--- src/gww_pkg.sv ---
// ----------------------------------------------------------------------------
// gww_pkg: shared types and constants of the greedy word wrap stream
// Character codes, register reset values, the emission phase type and the
// plan of pending emission jobs.
// ----------------------------------------------------------------------------
`default_nettype none

package gww_pkg;

   localparam int unsigned BYTE_W       = 8;
   localparam int unsigned LW_W         = 10;
   localparam int unsigned COL_W        = 11;
   localparam int unsigned RESULT_CAP   = 50;
   localparam int unsigned RC_W         = $clog2(RESULT_CAP + 1);

   localparam logic [BYTE_W-1:0] CH_NL    = 8'h0A;
   localparam logic [BYTE_W-1:0] CH_SPACE = 8'h20;
   localparam logic [BYTE_W-1:0] CH_TAB   = 8'h09;
   localparam logic [BYTE_W-1:0] CH_CR    = 8'h0D;

   localparam logic [LW_W-1:0]  DEFAULT_WIDTH = 10'd75;
   localparam logic [COL_W-1:0] COL_MAX       = 11'd2047;

   // Source of one output byte.
   typedef enum logic [2:0] {
      PH_IDLE,
      PH_NL_A,
      PH_NL_B,
      PH_BRK,
      PH_IND,
      PH_SPC,
      PH_WRD,
      PH_EOF_NL
   } phase_type;

   // Jobs still to be emitted for the current item, in emission order.
   typedef struct packed {
      logic nl_a;
      logic nl_b;
      logic brk;
      logic ind;
      logic spc;
      logic wrd;
      logic eof_nl;
   } plan_type;

   function automatic logic is_white(input logic [BYTE_W-1:0] c);
      return (c == CH_SPACE) || ((c >= CH_TAB) && (c <= CH_CR));
   endfunction

endpackage

`default_nettype wire

--- src/gww_if.sv ---
// ----------------------------------------------------------------------------
// gww_if: stream channels of the greedy word wrap block
// Valid/ready channels for input text bytes and formatted output bytes.
// ----------------------------------------------------------------------------
`default_nettype none

interface gww_req_if;
   import gww_pkg::*;

   logic              valid;
   logic              ready;
   logic [BYTE_W-1:0] in_byte;
   logic              end_of_file;

   modport source (output valid, output in_byte, output end_of_file, input ready);
   modport sink   (input valid, input in_byte, input end_of_file, output ready);
endinterface

interface gww_rsp_if;
   import gww_pkg::*;

   logic              valid;
   logic              ready;
   logic [BYTE_W-1:0] out_byte;
   logic              last_of_run;
   logic              truncated;

   modport source (output valid, output out_byte, output last_of_run, output truncated,
                   input ready);
   modport sink   (input valid, input out_byte, input last_of_run, input truncated,
                   output ready);
endinterface

`default_nettype wire

--- src/greedy_word_wrap_stream.sv ---
// ----------------------------------------------------------------------------
// greedy_word_wrap_stream: greedy paragraph refill of a UTF-8 byte stream
// Buffers words and the paragraph indent in small memories and replays them
// as formatted output bytes.
// ----------------------------------------------------------------------------
// The block takes one text byte per transfer on req_if and produces the
// refilled text on rsp_if, one byte per transfer, with last_of_run marking
// the final byte caused by an input byte. An input byte that produces no
// output leaves req_if ready. One that produces output holds req_if through
// its decode and the issue of each output byte, as the word and indent
// buffers each have one read port that yields one byte per cycle while the
// output path has room. A two-entry output path (memory read stage and
// output register) lets the sequencer run on while the consumer stalls,
// until both entries are full, and the next input byte is taken as soon as
// the last output byte of the previous one is issued. There is no clearing
// pass after reset; zero line_width means 75. The user must write line_width
// through csr_we/csr_wdata only while the block is idle; it is not enforced.
`default_nettype none

module greedy_word_wrap_stream #(
   parameter int unsigned WORD_BYTES   = 32,
   parameter int unsigned INDENT_BYTES = 16
) (
   input  wire logic                   clock,
   input  wire logic                   reset,
   gww_req_if.sink                     req_if,
   gww_rsp_if.source                   rsp_if,
   input  wire logic                   csr_we,
   input  wire logic [gww_pkg::LW_W-1:0] csr_wdata
);
   import gww_pkg::*;

   localparam int unsigned WL_W  = $clog2(WORD_BYTES + 1);
   localparam int unsigned IL_W  = $clog2(INDENT_BYTES + 1);
   localparam int unsigned WA_W  = (WORD_BYTES > 1) ? $clog2(WORD_BYTES) : 1;
   localparam int unsigned IA_W  = (INDENT_BYTES > 1) ? $clog2(INDENT_BYTES) : 1;
   localparam int unsigned CNT_W = (WL_W > IL_W) ? WL_W : IL_W;

   // ------------------------------------------------------------------------
   // Architectural state.
   // ------------------------------------------------------------------------
   logic [LW_W-1:0]  lw_ff;
   logic [COL_W-1:0] col_ff, col_in;
   logic             ps_ff, ps_in;          // paragraph start
   logic             ils_ff, ils_in;        // still in leading whitespace of a line
   logic [IL_W-1:0]  ilen_ff, ilen_in;
   logic             icut_ff, icut_in;
   logic [WL_W-1:0]  wlen_ff, wlen_in;
   logic [WL_W-1:0]  wchars_ff, wchars_in;
   logic             wovf_ff, wovf_in;

   // The two buffers. Their contents are only read below the stored lengths.
   logic [BYTE_W-1:0] ind_mem [INDENT_BYTES];
   logic [BYTE_W-1:0] wrd_mem [WORD_BYTES];

   // ------------------------------------------------------------------------
   // Emission sequencer: pending jobs, byte index, result count and the
   // lengths and cut flags frozen at decode time.
   // ------------------------------------------------------------------------
   plan_type         rem_ff, rem_in;
   logic [CNT_W-1:0] idx_ff, idx_in;
   logic [RC_W-1:0]  cnt_ff, cnt_in;
   logic [IL_W-1:0]  p_ilen_ff;
   logic             p_icut_ff;
   logic [WL_W-1:0]  p_wlen_ff;
   logic             p_wovf_ff;

   // Read stage and output register.
   logic              s1_vld_ff;
   phase_type         s1_kind_ff;
   logic              s1_last_ff;
   logic              s1_trunc_ff;
   logic [BYTE_W-1:0] ind_rd_ff;
   logic [BYTE_W-1:0] wrd_rd_ff;
   logic              rsp_valid_ff;
   logic [BYTE_W-1:0] rsp_byte_ff;
   logic              rsp_last_ff;
   logic              rsp_trunc_ff;

   logic              accept;
   logic              s1_move;
   logic              issue;

   // Decode results.
   logic              ind_we;
   logic              wrd_we;
   plan_type          plan;

   // Sequencer step results.
   phase_type         phase;
   logic              step_last;
   logic              step_trunc;

   // ------------------------------------------------------------------------
   // Handshakes. A new byte is taken only when no job of the previous byte
   // remains to be issued; the read stage and output register drain on their
   // own.
   // ------------------------------------------------------------------------
   assign req_if.ready = (rem_ff == '0);
   assign accept       = req_if.valid && req_if.ready;
   assign s1_move      = s1_vld_ff && (!rsp_valid_ff || rsp_if.ready);
   assign issue        = (rem_ff != '0) && (!s1_vld_ff || s1_move);

   assign rsp_if.valid       = rsp_valid_ff;
   assign rsp_if.out_byte    = rsp_byte_ff;
   assign rsp_if.last_of_run = rsp_last_ff;
   assign rsp_if.truncated   = rsp_trunc_ff;

   // ------------------------------------------------------------------------
   // Decode of one input byte. All emission decisions are made here, against
   // the state before the byte, so that the sequencer only replays.
   // ------------------------------------------------------------------------
   always_comb begin
      logic [BYTE_W-1:0] c;
      logic              eof;
      logic              ws;
      logic              nl;
      logic              cont;
      logic              word_add;
      logic              ind_store;
      logic              blank;
      logic              fin;
      logic              brk;
      logic              ps_f;
      logic [WL_W-1:0]   wlen1;
      logic [WL_W-1:0]   wchars1;
      logic              wovf1;
      logic [LW_W-1:0]   width_eff;
      logic [COL_W:0]    need_cols;
      logic [COL_W:0]    col_sum;
      logic [COL_W-1:0]  col_new;
      logic [COL_W-1:0]  col_after;

      c    = req_if.in_byte;
      eof  = req_if.end_of_file;
      ws   = is_white(c);
      nl   = (c == CH_NL);
      cont = (c[7:6] == 2'b10);

      word_add  = !ws;
      ind_store = ils_ff && ws && !nl && ps_ff;

      // Word after this byte is appended; bytes past the buffer only flag it.
      wlen1   = wlen_ff;
      wchars1 = wchars_ff;
      wovf1   = wovf_ff;
      if (word_add) begin
         if (wlen_ff < WL_W'(WORD_BYTES)) begin
            wlen1 = wlen_ff + 1'b1;
            if (!cont) begin
               wchars1 = wchars_ff + 1'b1;
            end
         end else begin
            wovf1 = 1'b1;
         end
      end

      // A newline on a whitespace-only line, or end of file in the middle of
      // leading whitespace, closes the paragraph. Otherwise a word boundary or
      // end of file flushes the buffered word, if any.
      blank = (ils_ff && nl) || (eof && ils_ff && ws && !nl);
      fin   = !blank && ((!ils_ff && ws) || eof) && (wlen1 != '0);

      width_eff = (lw_ff == '0) ? DEFAULT_WIDTH : lw_ff;
      need_cols = {1'b0, col_ff} + (COL_W+1)'(1) + (COL_W+1)'(wchars1);
      brk       = fin && !ps_ff && (need_cols >= (COL_W+1)'(width_eff));
      ps_f      = ps_ff || brk;

      col_sum = (brk ? '0 : {1'b0, col_ff})
              + (ps_f ? (COL_W+1)'(ilen_ff) : (COL_W+1)'(1))
              + (COL_W+1)'(wchars1);
      col_new = (col_sum > {1'b0, COL_MAX}) ? COL_MAX : col_sum[COL_W-1:0];

      priority if (blank) begin
         col_after = '0;
      end else if (fin) begin
         col_after = col_new;
      end else begin
         col_after = col_ff;
      end

      plan.nl_a   = blank && (col_ff != '0);
      plan.nl_b   = blank;
      plan.brk    = brk;
      plan.ind    = fin && ps_f && (ilen_ff != '0);
      plan.spc    = fin && !ps_f;
      plan.wrd    = fin;
      plan.eof_nl = eof && (col_after != '0);

      wrd_we = accept && word_add && (wlen_ff < WL_W'(WORD_BYTES));
      ind_we = accept && ind_store && (ilen_ff < IL_W'(INDENT_BYTES));

      // Next state. End of file returns everything but line_width to reset.
      ils_in    = ils_ff ? ws : nl;
      ps_in     = blank ? 1'b1 : (fin ? 1'b0 : ps_ff);
      col_in    = col_after;
      ilen_in   = ilen_ff;
      icut_in   = icut_ff;
      if (blank) begin
         ilen_in = '0;
         icut_in = 1'b0;
      end else if (ind_store) begin
         if (ilen_ff < IL_W'(INDENT_BYTES)) begin
            ilen_in = ilen_ff + 1'b1;
         end else begin
            icut_in = 1'b1;
         end
      end
      wlen_in   = fin ? '0 : wlen1;
      wchars_in = fin ? '0 : wchars1;
      wovf_in   = fin ? 1'b0 : wovf1;

      if (eof) begin
         ils_in    = 1'b1;
         ps_in     = 1'b1;
         col_in    = '0;
         ilen_in   = '0;
         icut_in   = 1'b0;
         wlen_in   = '0;
         wchars_in = '0;
         wovf_in   = 1'b0;
      end
   end

   always_ff @(posedge clock) begin
      if (reset) begin
         lw_ff     <= DEFAULT_WIDTH;
         col_ff    <= '0;
         ps_ff     <= 1'b1;
         ils_ff    <= 1'b1;
         ilen_ff   <= '0;
         icut_ff   <= 1'b0;
         wlen_ff   <= '0;
         wchars_ff <= '0;
         wovf_ff   <= 1'b0;
      end else begin
         if (csr_we) begin
            lw_ff <= csr_wdata;
         end
         if (accept) begin
            col_ff    <= col_in;
            ps_ff     <= ps_in;
            ils_ff    <= ils_in;
            ilen_ff   <= ilen_in;
            icut_ff   <= icut_in;
            wlen_ff   <= wlen_in;
            wchars_ff <= wchars_in;
            wovf_ff   <= wovf_in;
         end
      end
   end

   // The frozen lengths describe the buffers as they stand after the decode
   // cycle, which is what the sequencer replays. The byte that ends a word at
   // end of file is already written when the first read is issued.
   always_ff @(posedge clock) begin
      if (accept) begin
         p_ilen_ff <= ilen_ff;
         p_icut_ff <= icut_ff;
         p_wlen_ff <= (req_if.end_of_file && wrd_we) ? wlen_ff + 1'b1 : wlen_ff;
         p_wovf_ff <= wovf_ff || (req_if.end_of_file && !is_white(req_if.in_byte)
                                  && !wrd_we);
      end
   end

   // ------------------------------------------------------------------------
   // Buffers: one write port (decode) and one registered read port
   // (sequencer) each.
   // ------------------------------------------------------------------------
   always_ff @(posedge clock) begin
      if (ind_we) begin
         ind_mem[ilen_ff[IA_W-1:0]] <= req_if.in_byte;
      end
      if (issue && (phase == PH_IND)) begin
         ind_rd_ff <= ind_mem[idx_ff[IA_W-1:0]];
      end
   end

   always_ff @(posedge clock) begin
      if (wrd_we) begin
         wrd_mem[wlen_ff[WA_W-1:0]] <= req_if.in_byte;
      end
      if (issue && (phase == PH_WRD)) begin
         wrd_rd_ff <= wrd_mem[idx_ff[WA_W-1:0]];
      end
   end

   // ------------------------------------------------------------------------
   // Sequencer: the first pending job is the current phase. Indent and word
   // jobs step through their bytes; every other job is one byte. The result
   // count stops the run at the result cap.
   // ------------------------------------------------------------------------
   always_comb begin
      logic [CNT_W-1:0] idx_inc;
      logic             done;

      idx_inc = idx_ff + 1'b1;

      priority if (rem_ff.nl_a) begin
         phase = PH_NL_A;
      end else if (rem_ff.nl_b) begin
         phase = PH_NL_B;
      end else if (rem_ff.brk) begin
         phase = PH_BRK;
      end else if (rem_ff.ind) begin
         phase = PH_IND;
      end else if (rem_ff.spc) begin
         phase = PH_SPC;
      end else if (rem_ff.wrd) begin
         phase = PH_WRD;
      end else if (rem_ff.eof_nl) begin
         phase = PH_EOF_NL;
      end else begin
         phase = PH_IDLE;
      end

      rem_in     = rem_ff;
      done       = 1'b1;
      step_trunc = 1'b0;
      unique case (phase)
         PH_NL_A:   rem_in.nl_a   = 1'b0;
         PH_NL_B:   rem_in.nl_b   = 1'b0;
         PH_BRK:    rem_in.brk    = 1'b0;
         PH_SPC:    rem_in.spc    = 1'b0;
         PH_EOF_NL: rem_in.eof_nl = 1'b0;
         PH_IND: begin
            step_trunc = p_icut_ff;
            done       = (idx_inc == CNT_W'(p_ilen_ff));
            rem_in.ind = !done;
         end
         PH_WRD: begin
            step_trunc = p_wovf_ff;
            done       = (idx_inc == CNT_W'(p_wlen_ff));
            rem_in.wrd = !done;
         end
         default: done = 1'b1;
      endcase

      idx_in    = done ? '0 : idx_inc;
      cnt_in    = cnt_ff + 1'b1;
      step_last = (rem_in == '0) || (cnt_ff == RC_W'(RESULT_CAP - 1));
      if (step_last) begin
         rem_in = '0;
      end
   end

   always_ff @(posedge clock) begin
      if (reset) begin
         rem_ff <= '0;
         cnt_ff <= '0;
      end else if (accept) begin
         rem_ff <= plan;
         cnt_ff <= '0;
      end else if (issue) begin
         rem_ff <= rem_in;
         cnt_ff <= cnt_in;
      end
   end

   always_ff @(posedge clock) begin
      if (accept) begin
         idx_ff <= '0;
      end else if (issue) begin
         idx_ff <= idx_in;
      end
   end

   // ------------------------------------------------------------------------
   // Read stage and output register.
   // ------------------------------------------------------------------------
   always_ff @(posedge clock) begin
      if (reset) begin
         s1_vld_ff    <= 1'b0;
         rsp_valid_ff <= 1'b0;
      end else begin
         if (issue) begin
            s1_vld_ff <= 1'b1;
         end else if (s1_move) begin
            s1_vld_ff <= 1'b0;
         end
         if (s1_move) begin
            rsp_valid_ff <= 1'b1;
         end else if (rsp_if.ready) begin
            rsp_valid_ff <= 1'b0;
         end
      end
   end

   always_ff @(posedge clock) begin
      if (issue) begin
         s1_kind_ff  <= phase;
         s1_last_ff  <= step_last;
         s1_trunc_ff <= step_trunc;
      end
      if (s1_move) begin
         unique case (s1_kind_ff)
            PH_IND:  rsp_byte_ff <= ind_rd_ff;
            PH_WRD:  rsp_byte_ff <= wrd_rd_ff;
            PH_SPC:  rsp_byte_ff <= CH_SPACE;
            default: rsp_byte_ff <= CH_NL;
         endcase
         rsp_last_ff  <= s1_last_ff;
         rsp_trunc_ff <= s1_trunc_ff;
      end
   end

   // ------------------------------------------------------------------------
   // Assertions.
   // ------------------------------------------------------------------------

   // The buffers are never written while their contents are being replayed.
   assert property (@(posedge clock) disable iff (reset)
      (ind_we || wrd_we) |-> (rem_ff == '0))
      else $error("buffer written while emission is pending");

   // End of file leaves the block in its reset state.
   assert property (@(posedge clock) disable iff (reset)
      (accept && req_if.end_of_file) |=>
         (col_ff == '0) && ps_ff && ils_ff && (wlen_ff == '0) && (ilen_ff == '0))
      else $error("state not cleared after end of file");

   // A byte in the read stage is not lost while the output is stalled.
   assert property (@(posedge clock) disable iff (reset)
      (s1_vld_ff && rsp_valid_ff && !rsp_if.ready) |=> s1_vld_ff)
      else $error("read stage dropped a byte under back pressure");

   // Never more results per input byte than the cap.
   assert property (@(posedge clock) disable iff (reset)
      cnt_ff <= RC_W'(RESULT_CAP))
      else $error("result count exceeded the cap");

endmodule

`default_nettype wire
--- src/flat_wrapper.sv ---
// flat-port wrapper written by rule: the top's interface ports become plain ports
module greedy_word_wrap_stream_flat import gww_pkg::*;
#(
   parameter int unsigned WORD_BYTES   = 32,
   parameter int unsigned INDENT_BYTES = 16
)
  (clock, reset, csr_we, csr_wdata, req_if_valid, req_if_in_byte, req_if_end_of_file, req_if_ready, rsp_if_valid, rsp_if_out_byte, rsp_if_last_of_run, rsp_if_truncated, rsp_if_ready);
  gww_req_if req_if_i ();
  gww_rsp_if rsp_if_i ();
  input  wire logic clock;
  input  wire logic reset;
  input  wire logic csr_we;
  input  wire logic [gww_pkg::LW_W-1:0] csr_wdata;
  input wire logic [$bits(req_if_i.valid)-1:0] req_if_valid;
  input wire logic [$bits(req_if_i.in_byte)-1:0] req_if_in_byte;
  input wire logic [$bits(req_if_i.end_of_file)-1:0] req_if_end_of_file;
  output wire logic [$bits(req_if_i.ready)-1:0] req_if_ready;
  output wire logic [$bits(rsp_if_i.valid)-1:0] rsp_if_valid;
  output wire logic [$bits(rsp_if_i.out_byte)-1:0] rsp_if_out_byte;
  output wire logic [$bits(rsp_if_i.last_of_run)-1:0] rsp_if_last_of_run;
  output wire logic [$bits(rsp_if_i.truncated)-1:0] rsp_if_truncated;
  input wire logic [$bits(rsp_if_i.ready)-1:0] rsp_if_ready;
  assign req_if_i.valid = req_if_valid;
  assign req_if_i.in_byte = req_if_in_byte;
  assign req_if_i.end_of_file = req_if_end_of_file;
  assign req_if_ready = req_if_i.ready;
  assign rsp_if_valid = rsp_if_i.valid;
  assign rsp_if_out_byte = rsp_if_i.out_byte;
  assign rsp_if_last_of_run = rsp_if_i.last_of_run;
  assign rsp_if_truncated = rsp_if_i.truncated;
  assign rsp_if_i.ready = rsp_if_ready;
  greedy_word_wrap_stream #(.WORD_BYTES(WORD_BYTES), .INDENT_BYTES(INDENT_BYTES)) u_core (.clock(clock), .reset(reset), .req_if(req_if_i), .rsp_if(rsp_if_i), .csr_we(csr_we), .csr_wdata(csr_wdata));
endmodule
--- config.mk ---
export PLATFORM = sky130hd
export DESIGN_NAME = greedy_word_wrap_stream_flat
export DESIGN_NICKNAME = d
export VERILOG_FILES = /design/src/gww_pkg.sv /design/src/gww_if.sv /design/src/greedy_word_wrap_stream.sv /design/src/flat_wrapper.sv
export SDC_FILE = /design/constraint.sdc
export NUM_CORES = 1
export LEC_CHECK = 0
export ABC_AREA = 1
export BUFFER_PORTS_ARGS = -buffer_cell sky130_fd_sc_hd__clkbuf_2
export CAP_MARGIN = 20
export CORE_MARGIN = 10
export CORE_UTILIZATION = 55
export DETAILED_ROUTE_END_ITERATION = 16
export GPL_TIMING_DRIVEN = 0
export PLACE_DENSITY_LB_ADDON = 0.2
export SKIP_LAST_GASP = 1
export SLEW_MARGIN = 20
export SYNTH_ARGS = -nofsm -noshare
export SYNTH_HDL_FRONTEND = slang
export SYNTH_SLANG_ARGS = --single-unit
--- constraint.sdc ---
create_clock -name clock -period 11.9 [get_ports clock]
set_input_delay 2.38 -clock clock [delete_from_list [all_inputs] [get_ports clock]]
set_output_delay 2.38 -clock clock [all_outputs]
set_load 0.02 [all_outputs]
==> summary.txt <==
Critical path endpoint category: register
Core area: 37,900 um^2
Buf/Inv on CP: 9
Crit path time final: 10.27 ns
Maxcap violations: 0
Final Util: 62.6%
Most used DFF post-synth: edfxtp_1
Critical path required time: 12.38 ns
Final hold violation count: 0
CTS Buffer Depth: 3
Post-CTS setup buffer count: 0
# IOs: 36
Die area: 46,900 um^2
Die width: 217 um
Fmax: 97.4 MHz
Cts hold-fix bufs: 0
Unrepaired setup endpoints after global routing: no
Post-route ant nets: 0
Site Rows: 71
Crit-path slowest cell: clkbuf_2
Worst-Skew Late Latency: 0.60 ns
Mapped Nets: 1,989
Fillers: 2,990
Worst Max-Slew Pin Slew: 1.15 ns
Root buffer cell: clkbuf_16
Post-synthesis async set-or-reset flop share: 0%
Clock sink count: 491
Worst Hold Class: register to register
Drt total wl: 57,200 um
Vias in the first global route: 14.7k
P&R area growth vs syn: 11.7%
Yosys reg bits: 491
Final clock skew: 0.0191 ns
Largest net degree at the start of global routing: 53
Worst rel slew slack: 23.5%
Starting DRT DRC Count: 2,089
Worst path max stage delay: 0.77 ns
Wire per inst: 22.4 um
Vias per cell: 6.03
Resize count post-CTS: 0
Number of library cell types mapped by synthesis: 52
Yosys warning total: 0
Peak VDD IR: 96.2 uV
Final TNS setup: 0 ns
Status: complete, no violations
DRT Pass-1 Iters: 6
EDFF count, synth: 428
Crit share post-route: 86.3%
Register area: 14,100 um^2
CP arrival: 10.75 ns
Family with the most delay on the worst path: simple AND/OR/NAND/NOR gates
Die H: 217 um
Reg clk slew, reported paths: 0.06 ns
Worst Setup Start Kind: primary input
First-pass GRT wire length: 87,200 um
Post-synthesis instance total: 1,921
Mean Syn Cell Area: 11.1 um^2
Final HPWL from detailed placement: 38,500 um
Nets: 2,077
Share of layout cells above drive strength 1: 7.33%
Area of the multi-input gates: 6280 um^2
CP Max Fanout: 49
Via count: 15.4k
IO buf count: 35
Top cell by count, worst path: nand2_1
GRT Total Usage: 24.1%
Htree depth: 2
WS Path Type: primary input to register
Final setup violation count: 0
Sequential area share after synthesis: 66.3%
Initial core utilization: 56.1%
Initial antenna violation count: 2
Slew Limit Fails: 0
Leakage: 0.00846 uW
Post-Syn Area: 21,300 um^2
Congestion Overflow GR: 0
Final RePlAce weighted congestion: 0.963
CTS tree: done
Remaining DRCs: 0
CTS buffer count: 50
Cell Pwr Density: 197 nW/um^2
==> flip-flops by register name, indices dropped and copies added, names as in the netlist, 3 cells and up <==
signal	cells
u_core.wrd_mem	256
u_core.ind_mem	128
u_core.col_ff	11
u_core.lw_ff	10
u_core.ind_rd_ff	8
u_core.rsp_if.out_byte	8
u_core.wrd_rd_ff	8
u_core.rem_ff	7
u_core.cnt_ff	6
u_core.idx_ff	6
u_core.p_wlen_ff	6
u_core.wchars_ff	6
u_core.wlen_ff	6
u_core.ilen_ff	5
u_core.p_ilen_ff	5
u_core.s1_kind_ff	3
==> cell usage after synthesis, types with 6 or more instances <==
library cell,instances,area share (%)
nor3_1,14,0.33
buf_1,6,0.11
a31oi_1,6,0.18
nand3_1,44,1.0
xor2_1,21,0.86
nand2_1,219,3.9
o21ai_0,251,5.9
inv_2,8,0.14
a22o_1,6,0.25
nor2_1,300,5.3
o221ai_1,16,0.66
inv_1,126,2.2
edfxtp_1,428,60
nand4_1,14,0.41
dfxtp_1,63,5.9
ha_1,37,2.2
fa_1,7,0.66
xnor2_1,8,0.33
a21oi_1,90,2.1
o22ai_1,113,3.3
clkbuf_1,78,1.4
==> worst paths after layout <==
kind / start / end / slack, ns / depth (start not counted)
worst min-delay path: u_core.s1_trunc_ff / u_core.rsp_if.truncated / 0.42 / 0
worst max register to register: u_core.wlen_ff[5] / u_core.rem_ff[0] / 4.07 / 43
worst min register to register: u_core.s1_trunc_ff / u_core.rsp_if.truncated / 0.42 / 0
worst max-delay path: req_if_in_byte[5] / u_core.rem_ff[0] / 1.63 / 46
==> area by class of cell <==
type,instances,share of cell area [%]
timing repair buffer,36,0.874
clock inverter,29,1.37
sequential,491,59.4
antenna,1,0.0105
tap,511,2.69
buffer,93,1.55
inverter,137,2.16
clock buffer,61,5.53
multi-input combinational,1200,26.4
==> per-stage QoR <==
| stage | area (um^2) | hold slack (ns) | setup slack [ns] | cells | power [uW] |
|---|---|---|---|---|---|
| floorplan | 21300 | 0.400 | 3.27 | 1921 | 2690 |
| global placement | 22100 | 0.408 | 1.16 | 2467 | 3080 |
| detailed placement | 22100 | 0.418 | 1.04 | 2468 | 3100 |
| CTS | 23800 | 0.423 | 1.65 | 2558 | 4660 |
| global route | 23800 | 0.456 | 0.863 | 2558 | 4860 |
| finish | 23800 | 0.416 | 1.63 | 2559 | 4670 |
==> cells in the final DEF, fill, tap and decap left out, drive strengths merged, types with 4 or more instances in the layout <==
master    n
nand3    45
o21ai   253
nor4      5
edfxtp  428
o221ai   16
a21oi    91
clkinv   24
a31oi     6
buf      19
clkbuf  171
o21bai    4
ha       37
o22ai   113
dfxtp    63
nand2   225
nor2    307
fa        7
a22o      6
a211oi    4
nand4    15
xor2     21
xnor2     8
inv     135
bufinv    6
nor3     17
==> cells by family after synthesis <==
family / after synthesis / synth area share, %
AOI/OAI and AO/OA: 508 / 13.4
xor gates and xnor gates: 29 / 1.19
adders and majority gates: 44 / 2.84
buffers and inverters: 230 / 4.15
DFF: 491 / 66.3
and+or+nand+nor: 619 / 12.1
==> worst reg2reg max path: cells and delay by family, from the launching register on <==
family,cells,cell delay [ns]
AOI/OAI and AO/OA,8,1.74
and+or+nand+nor,19,2.24
adders and majority gates,5,1.80
buffers and inverters,9,1.09
xor gates and xnor gates,2,0.55
DFF,1,0.29
==> where the power goes <==
| part | leakage (uW) | internal (uW) | switching [uW] |
|---|---|---|---|
| logic | 0.00328 | 280 | 793 |
| clock network | 0.000800 | 917 | 658 |
| registers | 0.00438 | 1980 | 41.5 |
==> routing by layer <==
metal	track usage, %	vias up	part of all wire, %
met1	34.0	7430	42
met3	4.78	109	9.9
met2	37.1	827	46
met5	0	-	0
met4	7.43	0	2.6
li1	-	7056	-
No activity file was read; power rests on OpenSTA's default activity.
